`src/hw/rtl/tmhq_pkg.sv`:
```
// Shared types and constants for the timer min-heap queue.
// Used by tmhq_ram users, the top level and the checker; no dependencies.
package tmhq_pkg;
  localparam int DEPTH = 16;
  localparam int AW    = $clog2(DEPTH);
  localparam int CW    = $clog2(DEPTH + 1);
  localparam int KW    = 62;
  localparam int HW    = 16;

  typedef struct packed {
    logic [KW-1:0] key;
    logic [HW-1:0] hdl;
  } entry_t;

  localparam int EW = $bits(entry_t);

  typedef enum logic [1:0] {
    ST_INSERTED = 2'd0,
    ST_FULL     = 2'd1,
    ST_FIRED    = 2'd2,
    ST_NONE     = 2'd3
  } status_t;

  typedef enum logic {
    KIND_INSERT = 1'b0,
    KIND_CHECK  = 1'b1
  } kind_t;
endpackage

```
`src/hw/rtl/tmhq_ram.sv`:
```
// Generic single-write, single-read RAM with registered read data.
// No dependencies.
module tmhq_ram #(
  parameter int Width = 8,
  parameter int Depth = 16
) (
  input  logic                     clk,
  input  logic                     we,
  input  logic [$clog2(Depth)-1:0] waddr,
  input  logic [Width-1:0]         wdata,
  input  logic [$clog2(Depth)-1:0] raddr,
  output logic [Width-1:0]         rdata
);
  logic [Width-1:0] mem [Depth];

  always_ff @(posedge clk) begin
    if (we) begin
      mem[waddr] <= wdata;
    end
    rdata <= mem[raddr];
  end
endmodule

```
`src/hw/rtl/timer_min_heap_queue_core.sv`:
```
// Timer queue as an array binary min-heap held in one synchronous RAM.
// Depends on tmhq_pkg and tmhq_ram.
//
//   channel | signals                                                | role
//   in      | in_valid in_ready kind time_sec time_nsec handle       | insert or expiry check
//   out     | out_valid out_ready status fired_handle last count_after | one per result
//
// One item at a time. Insert: climbs one level per parent read and compare, then posts.
// Check: reads and tests the root, and for each pop loads the last entry and sifts it
// down, reading the left then the right child; heap reads share the single read port.
// Reset clears the entry count and control; heap RAM contents need no reset.
// Results sit in an output register; a stalled output holds the sequencer.
module timer_min_heap_queue_core (
  input  logic                        clk,
  input  logic                        rst,
  input  logic                        in_valid,
  output logic                        in_ready,
  input  logic                        kind,
  input  logic [31:0]                 time_sec,
  input  logic [29:0]                 time_nsec,
  input  logic [15:0]                 handle,
  output logic                        out_valid,
  input  logic                        out_ready,
  output logic [1:0]                  status,
  output logic [15:0]                 fired_handle,
  output logic                        last,
  output logic [4:0]                  count_after
);
  typedef enum logic [10:0] {
    S_IDLE    = 11'b00000000001,
    S_REJ     = 11'b00000000010,
    S_INS_UP  = 11'b00000000100,
    S_INS_CMP = 11'b00000001000,
    S_INS_FIN = 11'b00000010000,
    S_CHK_RD  = 11'b00000100000,
    S_CHK_CMP = 11'b00001000000,
    S_CHK_DEC = 11'b00010000000,
    S_POP_LD  = 11'b00100000000,
    S_SD_L    = 11'b01000000000,
    S_SD_CMP  = 11'b10000000000
  } state_t;

  localparam int PW = tmhq_pkg::AW + 2;

  state_t                        state, state_next;
  logic [tmhq_pkg::CW-1:0]       count, count_next;
  logic [tmhq_pkg::AW-1:0]       pos, pos_next;
  logic [tmhq_pkg::KW-1:0]       cur_time;
  tmhq_pkg::entry_t              elem, elem_next;
  tmhq_pkg::entry_t              root, lchild;
  logic                          due, due_next;
  logic                          popped, popped_next;
  logic                          has_r;
  logic [tmhq_pkg::HW-1:0]       pend;

  logic                          we;
  logic [tmhq_pkg::AW-1:0]       waddr, raddr;
  tmhq_pkg::entry_t              wdata, rdata;
  logic [tmhq_pkg::EW-1:0]       rdata_raw;

  logic                          out_free;
  logic                          emit;
  logic [1:0]                    emit_status;
  logic [tmhq_pkg::HW-1:0]       emit_handle;
  logic                          emit_last;

  logic [PW-1:0]                 lidx, ridx;
  logic [PW-1:0]                 count_w;
  logic [tmhq_pkg::AW-1:0]       parent;
  logic [tmhq_pkg::CW-1:0]       count_dec;

  tmhq_ram #(.Width(tmhq_pkg::EW), .Depth(tmhq_pkg::DEPTH)) u_heap (
    .clk   (clk),
    .we    (we),
    .waddr (waddr),
    .wdata (wdata),
    .raddr (raddr),
    .rdata (rdata_raw)
  );
  assign rdata = rdata_raw;

  assign out_free  = !out_valid || out_ready;
  assign in_ready  = (state == S_IDLE);
  assign lidx      = {1'b0, pos, 1'b0} + PW'(1);
  assign ridx      = {1'b0, pos, 1'b0} + PW'(2);
  assign count_w   = PW'(count);
  assign parent    = (pos - tmhq_pkg::AW'(1)) >> 1;
  assign count_dec = count - tmhq_pkg::CW'(1);

  always_comb begin
    state_next  = state;
    count_next  = count;
    pos_next    = pos;
    elem_next   = elem;
    due_next    = due;
    popped_next = popped;
    we          = 1'b0;
    waddr       = pos;
    wdata       = elem;
    raddr       = '0;
    emit        = 1'b0;
    emit_status = tmhq_pkg::ST_NONE;
    emit_handle = '0;
    emit_last   = 1'b1;
    unique case (state)
      S_IDLE: begin
        if (in_valid) begin
          if (kind == tmhq_pkg::KIND_INSERT) begin
            if (count == tmhq_pkg::CW'(tmhq_pkg::DEPTH)) begin
              state_next = S_REJ;
            end else begin
              elem_next  = '{key: {time_sec, time_nsec}, hdl: handle};
              pos_next   = count[tmhq_pkg::AW-1:0];
              count_next = count + tmhq_pkg::CW'(1);
              state_next = S_INS_UP;
            end
          end else begin
            popped_next = 1'b0;
            state_next  = S_CHK_RD;
          end
        end
      end
      S_REJ: begin
        if (out_free) begin
          emit        = 1'b1;
          emit_status = tmhq_pkg::ST_FULL;
          state_next  = S_IDLE;
        end
      end
      S_INS_UP: begin
        if (pos == '0) begin
          we         = 1'b1;
          state_next = S_INS_FIN;
        end else begin
          raddr      = parent;
          state_next = S_INS_CMP;
        end
      end
      S_INS_CMP: begin
        we = 1'b1;
        if (elem.key < rdata.key) begin
          wdata      = rdata;
          pos_next   = parent;
          state_next = S_INS_UP;
        end else begin
          state_next = S_INS_FIN;
        end
      end
      S_INS_FIN: begin
        if (out_free) begin
          emit        = 1'b1;
          emit_status = tmhq_pkg::ST_INSERTED;
          state_next  = S_IDLE;
        end
      end
      S_CHK_RD: begin
        raddr = '0;
        if (count == '0) begin
          due_next   = 1'b0;
          state_next = S_CHK_DEC;
        end else begin
          state_next = S_CHK_CMP;
        end
      end
      S_CHK_CMP: begin
        due_next   = rdata.key < cur_time;
        state_next = S_CHK_DEC;
      end
      S_CHK_DEC: begin
        if (out_free || (due && !popped)) begin
          if (popped) begin
            emit        = 1'b1;
            emit_status = tmhq_pkg::ST_FIRED;
            emit_handle = pend;
            emit_last   = !due;
          end else if (!due) begin
            emit = 1'b1;
          end
          if (due) begin
            popped_next = 1'b1;
            count_next  = count_dec;
            raddr       = count_dec[tmhq_pkg::AW-1:0];
            state_next  = (count_dec == '0) ? S_CHK_RD : S_POP_LD;
          end else begin
            state_next = S_IDLE;
          end
        end
      end
      S_POP_LD: begin
        elem_next  = rdata;
        pos_next   = '0;
        state_next = S_SD_L;
      end
      S_SD_L: begin
        if (lidx >= count_w) begin
          we         = 1'b1;
          state_next = S_CHK_RD;
        end else begin
          raddr      = lidx[tmhq_pkg::AW-1:0];
          state_next = S_SD_CMP;
        end
      end
      S_SD_CMP: begin
        // lchild was latched from the left read; rdata now holds the right child
        raddr = ridx[tmhq_pkg::AW-1:0];
        we = 1'b1;
        state_next = S_SD_L;
        if (has_r && (rdata.key < ((lchild.key < elem.key) ? lchild.key : elem.key))) begin
          wdata    = rdata;
          pos_next = ridx[tmhq_pkg::AW-1:0];
        end else if (lchild.key < elem.key) begin
          wdata    = lchild;
          pos_next = lidx[tmhq_pkg::AW-1:0];
        end else begin
          state_next = S_CHK_RD;
        end
      end
      default: state_next = S_IDLE;
    endcase
  end

  // the right child read is issued in the cycle after the left one
  logic sd_r_phase;
  always_ff @(posedge clk) begin
    if (rst) begin
      sd_r_phase <= 1'b0;
    end else begin
      sd_r_phase <= (state == S_SD_L) && (state_next == S_SD_CMP);
    end
  end

  // S_SD_CMP is held while sd_wait is set: that phase latches the left child and reads the right
  logic sd_wait;
  assign sd_wait = sd_r_phase;

  always_ff @(posedge clk) begin
    if (rst) begin
      state     <= S_IDLE;
      count     <= '0;
      popped    <= 1'b0;
      due       <= 1'b0;
      out_valid <= 1'b0;
    end else begin
      if (sd_wait) begin
        state <= S_SD_CMP;
      end else begin
        state  <= state_next;
        count  <= count_next;
        popped <= popped_next;
        due    <= due_next;
      end
      if (emit && !sd_wait) begin
        out_valid <= 1'b1;
      end else if (out_ready) begin
        out_valid <= 1'b0;
      end
    end
  end

  // payload registers
  always_ff @(posedge clk) begin
    if (state == S_IDLE && in_valid) begin
      cur_time <= {time_sec, time_nsec};
    end
    if (sd_wait) begin
      lchild <= rdata;
      has_r  <= (ridx < count_w);
    end else begin
      pos  <= pos_next;
      elem <= elem_next;
    end
    if (state == S_CHK_RD || state == S_CHK_CMP) begin
      root <= rdata;
    end
    // hold the pending handle until the sequencer actually advances
    if (state == S_CHK_DEC && due && (out_free || !popped)) begin
      pend <= root.hdl;
    end
    if (emit && !sd_wait) begin
      status       <= emit_status;
      fired_handle <= emit_handle;
      last         <= emit_last;
      count_after  <= count;
    end
  end
endmodule

```
`config.mk`:
```
export PLATFORM = sky130hd
export DESIGN_NAME = timer_min_heap_queue_core
export DESIGN_NICKNAME = d
export VERILOG_FILES = /design/src/hw/rtl/tmhq_pkg.sv /design/src/hw/rtl/tmhq_ram.sv /design/src/hw/rtl/timer_min_heap_queue_core.sv
export SDC_FILE = /design/constraint.sdc
export NUM_CORES = 2
export LEC_CHECK = 0
export BUFFER_PORTS_ARGS = -buffer_cell sky130_fd_sc_hd__buf_2
export CAP_MARGIN = 15
export CORE_ASPECT_RATIO = 1.25
export CORE_MARGIN = 2
export CORE_UTILIZATION = 51
export CTS_CLUSTER_DIAMETER = 150
export DETAILED_ROUTE_END_ITERATION = 12
export PLACE_DENSITY = 0.67
export SKIP_LAST_GASP = 1
export SLEW_MARGIN = 40
export SYNTH_ARGS = -nofsm -noshare
export SYNTH_HDL_FRONTEND = slang
export SYNTH_SLANG_ARGS = --single-unit
```
`constraint.sdc`:
```
create_clock -name clk -period 13.51 [get_ports clk]
set_clock_uncertainty 0.1 [all_clocks]
set_input_delay 2.702 -clock clk [delete_from_list [all_inputs] [get_ports clk]]
set_output_delay 2.702 -clock clk [all_outputs]
set_load 0.02 [all_outputs]
```
==> flow_summary.yaml <==
critical_path:
  crit_start: "elem[23]"
  required_ps: 14030
  end_kind: "register"
  cp-endpoint: "u_heap.mem[6][54]"
  r2r_end: "u_heap.mem[6][54]"
  r2r_cells: 24
  startpoint_type: "register"
  r2r_setup_slack_ps: 4700
  worst_ep_arrival_time_ps: 9320
  criticalPathCategory: "register to register"
  path_max_fanout: 72
  reg2reg_from: "elem[23]"
cells_and_area:
  final_layout_size_suffix_gt1_share_pct: 11.0
  layout_common_cells: "edfxtp_1, mux2i_1, ha_1"
  multi_input_area_um2: 21000
  final_common_cell: "edfxtp_1"
  final_cell_area_um2: 79200
  area_growth_pct: 12.5
  instances_no_fill: 6665
  finalNetCount: 5031
  post-route-util_pct: 57.8
  seq_area_um2: 47800
  nFillCells: 10500
sta:
  drv_slew: 0
  fin_setup_tns_ps: 0
  fin_hold_ws_ps: 322
  final.min_clock_period_ps: 8810
  setup_viol: 0
  post-route-period-util_pct: 65.2
  slew_headroom_pct: 41.1
  worstMarginPinSlew_ps: 884
  hold_violations: 0
  fmax_mhz: 114
  rsz0062_at_grt: "no"
synthesis:
  synthSimpleGateAreaFrac_pct: 3.14
  syn_area_um2: 70400
  synth_async_sr_flop_share_pct: 0
  synth_edf_count: 1527
  synth_top_family_by_area: "multiplexers"
  synth_fa_ha_area_share_pct: 4.62
  ys_warn_count: 0
  synth-compound-area-share_pct: 4.77
  avgSynthCellArea_um2: 15.7
  synth-xor-area-share_pct: 0.149
  syn_nets: 4817
  synthCells: 4474
  synthMuxAreaShare_pct: 16.9
  synth.distinct_cells: 68
  yosysSeqAreaShare_pct: 67.9
  synth_ff_type: "edfxtp_1"
  ys_ff_latch: 1625
clocking:
  cts_hold_buf: 0
  clock_path_buffers: 3
  cts.repair.resized: 0
  tritoncts: "yes"
  clock_latency_ps: 790
  clkTransAtPathRegs_ps: 60
  cts.sinks: 1625
  root_buffer: "clkbuf_16"
  cts_max_level: 4
  cts_setup_buffers: 0
  cts_buffers: 153
power:
  power_density_nw_per_um2: 131
  leakagePower_uw: 0.0325
  ir_drop_mv: 0.145
floorplanning:
  die_w_um: 336
  start_util_pct: 51.3
  io_pins: 109
  die_h_um: 419
  die_area_um2: 141000
  rows: 152
  coreArea_um2: 137000
drt:
  drt-pass1-iter-count: 9
  via_per_inst: 5.89
  wire_per_inst_um: 25.6
  drt_iter0_drc: 3408
  num_vias: 39300
  antenna_left: 0
  drt_wl_total_um: 171000
  drc: 0
placed_design:
  dp_hpwl_um: 101000
  port-buffer-count: 108
  numPlacedInstances: 6375
  dpl_cell_area_um2: 74100
  gp_congestion: 0.866
global_routing:
  grt_max_degree: 157
  track_usage_pct: 24.1
  grt_pass1_wl_um: 250000
  grt_antenna_before_repair: 4
  grt_pass1_vias: 39000
  grt_remaining_overflow: 0
min_path:
  hp-class: "register to register"
  min_from: "root[7]"
flow_run:
  max_cap_violations: 0
status:
  status: "finished, final reports clean"
## layout make-up
cell class | instances | share of cell area [%]
Inverter | 223 | 1.06
Timing Repair Buffer | 262 | 2.82
Sequential cell | 1625 | 60.4
Tap cell | 1848 | 2.92
Clock inverter | 78 | 0.976
Clock buffer | 204 | 5.33
Multi-Input combinational cell | 2423 | 26.5
Antenna cell | 2 | 0.00632
## stage by stage
step,total power [uW],worst slack (ps)
2_1_floorplan,6020,3440
3_3_place_gp,6190,4770
3_5_place_dp,6210,4790
4_1_cts,10500,4750
5_1_grt,10700,4340
6_report,10400,4700
## flip-flops by register name, indices dropped and copies added, names as in the netlist
name          count
count             5
count_after       5
cur_time         62
due               1
elem             78
fired_handle     16
has_r             1
last              1
lchild           78
out_valid         1
pend             16
popped            1
pos               4
root             16
sd_r_phase        1
state            11
status            2
u_heap.mem     1248
u_heap.rdata     78
## worst max-delay path, stage by stage, from the launching register on
cell and delay [ps]:
edfxtp_1 400, inv_1 120, ha_1 260, a211oi_1 220, o21bai_1 180, a211oi_1 390
nor2_1 160, o31ai_1 560, and2_4 650, buf_4 700, nor2_1 80, a21oi_1 240
ha_1 300, a2111oi_0 480, o21ai_0 160, o21a_1 180, a221o_1 340, or3_1 360
a2111o_1 560, a31oi_4 390, nor2_4 180, buf_4 360, buf_4 380, a222oi_1 490
buf_4 300
## kinds of logic (layout without fill, tap and decap cells)
group | Yosys count | count (layout)
buffers and inverters | 426 | 767
adders and majority gates | 260 | 260
AOI/OAI and AO/OA | 506 | 506
other | 0 | 2
xor gates and xnor gates | 12 | 12
DFF | 1625 | 1625
muxes | 1188 | 1188
and+or+nand+nor | 457 | 457
## worst min path at each step
stage,cells past startpoint,to
3_5_place_dp,0,pend[5]
3_3_place_gp,0,pend[8]
2_1_floorplan,0,pend[0]
6_report,0,pend[7]
5_1_grt,0,pend[7]
4_1_cts,0,pend[7]
## per-layer routing
| layer | vias to the layer above | wire, um | global-route usage (%) |
|---|---|---|---|
| met5 | - | 0 | 0 |
| met2 | 1231 | 84500 | 41.0 |
| met4 | 0 | 4840 | 7.67 |
| met3 | 277 | 9480 | 3.16 |
| met1 | 20000 | 71700 | 32.3 |
| li1 | 17700 | - | - |
## cell usage after synthesis (10+ instances only)
cell         n  share of area, %
edfxtp_1  1527                65
buf_1       11             0.059
and2_1      36              0.32
nor3_1      37              0.26
a211oi_1    12              0.13
clkbuf_1    90              0.48
a222oi_1    61              0.87
dfxtp_1     98               2.8
a221oi_1    20              0.25
nor2b_1     15              0.13
o21ai_0    126              0.90
nor2_1     118              0.63
nand3_1     26              0.18
inv_1      223               1.2
ha_1       260               4.6
nand2b_1    10             0.089
buf_2       96              0.68
a21o_1      60              0.64
mux2i_1   1188                17
nand4_1     43              0.38
nand2_1    127              0.68
o21a_1      10              0.11
a21oi_1    145               1.0
## power by group
part | switching, uW | internal [uW]
Clock | 1840 | 2450
Combinational | 324 | 177
Sequential | 31.6 | 5570
(Power assumes the default switching activity.)
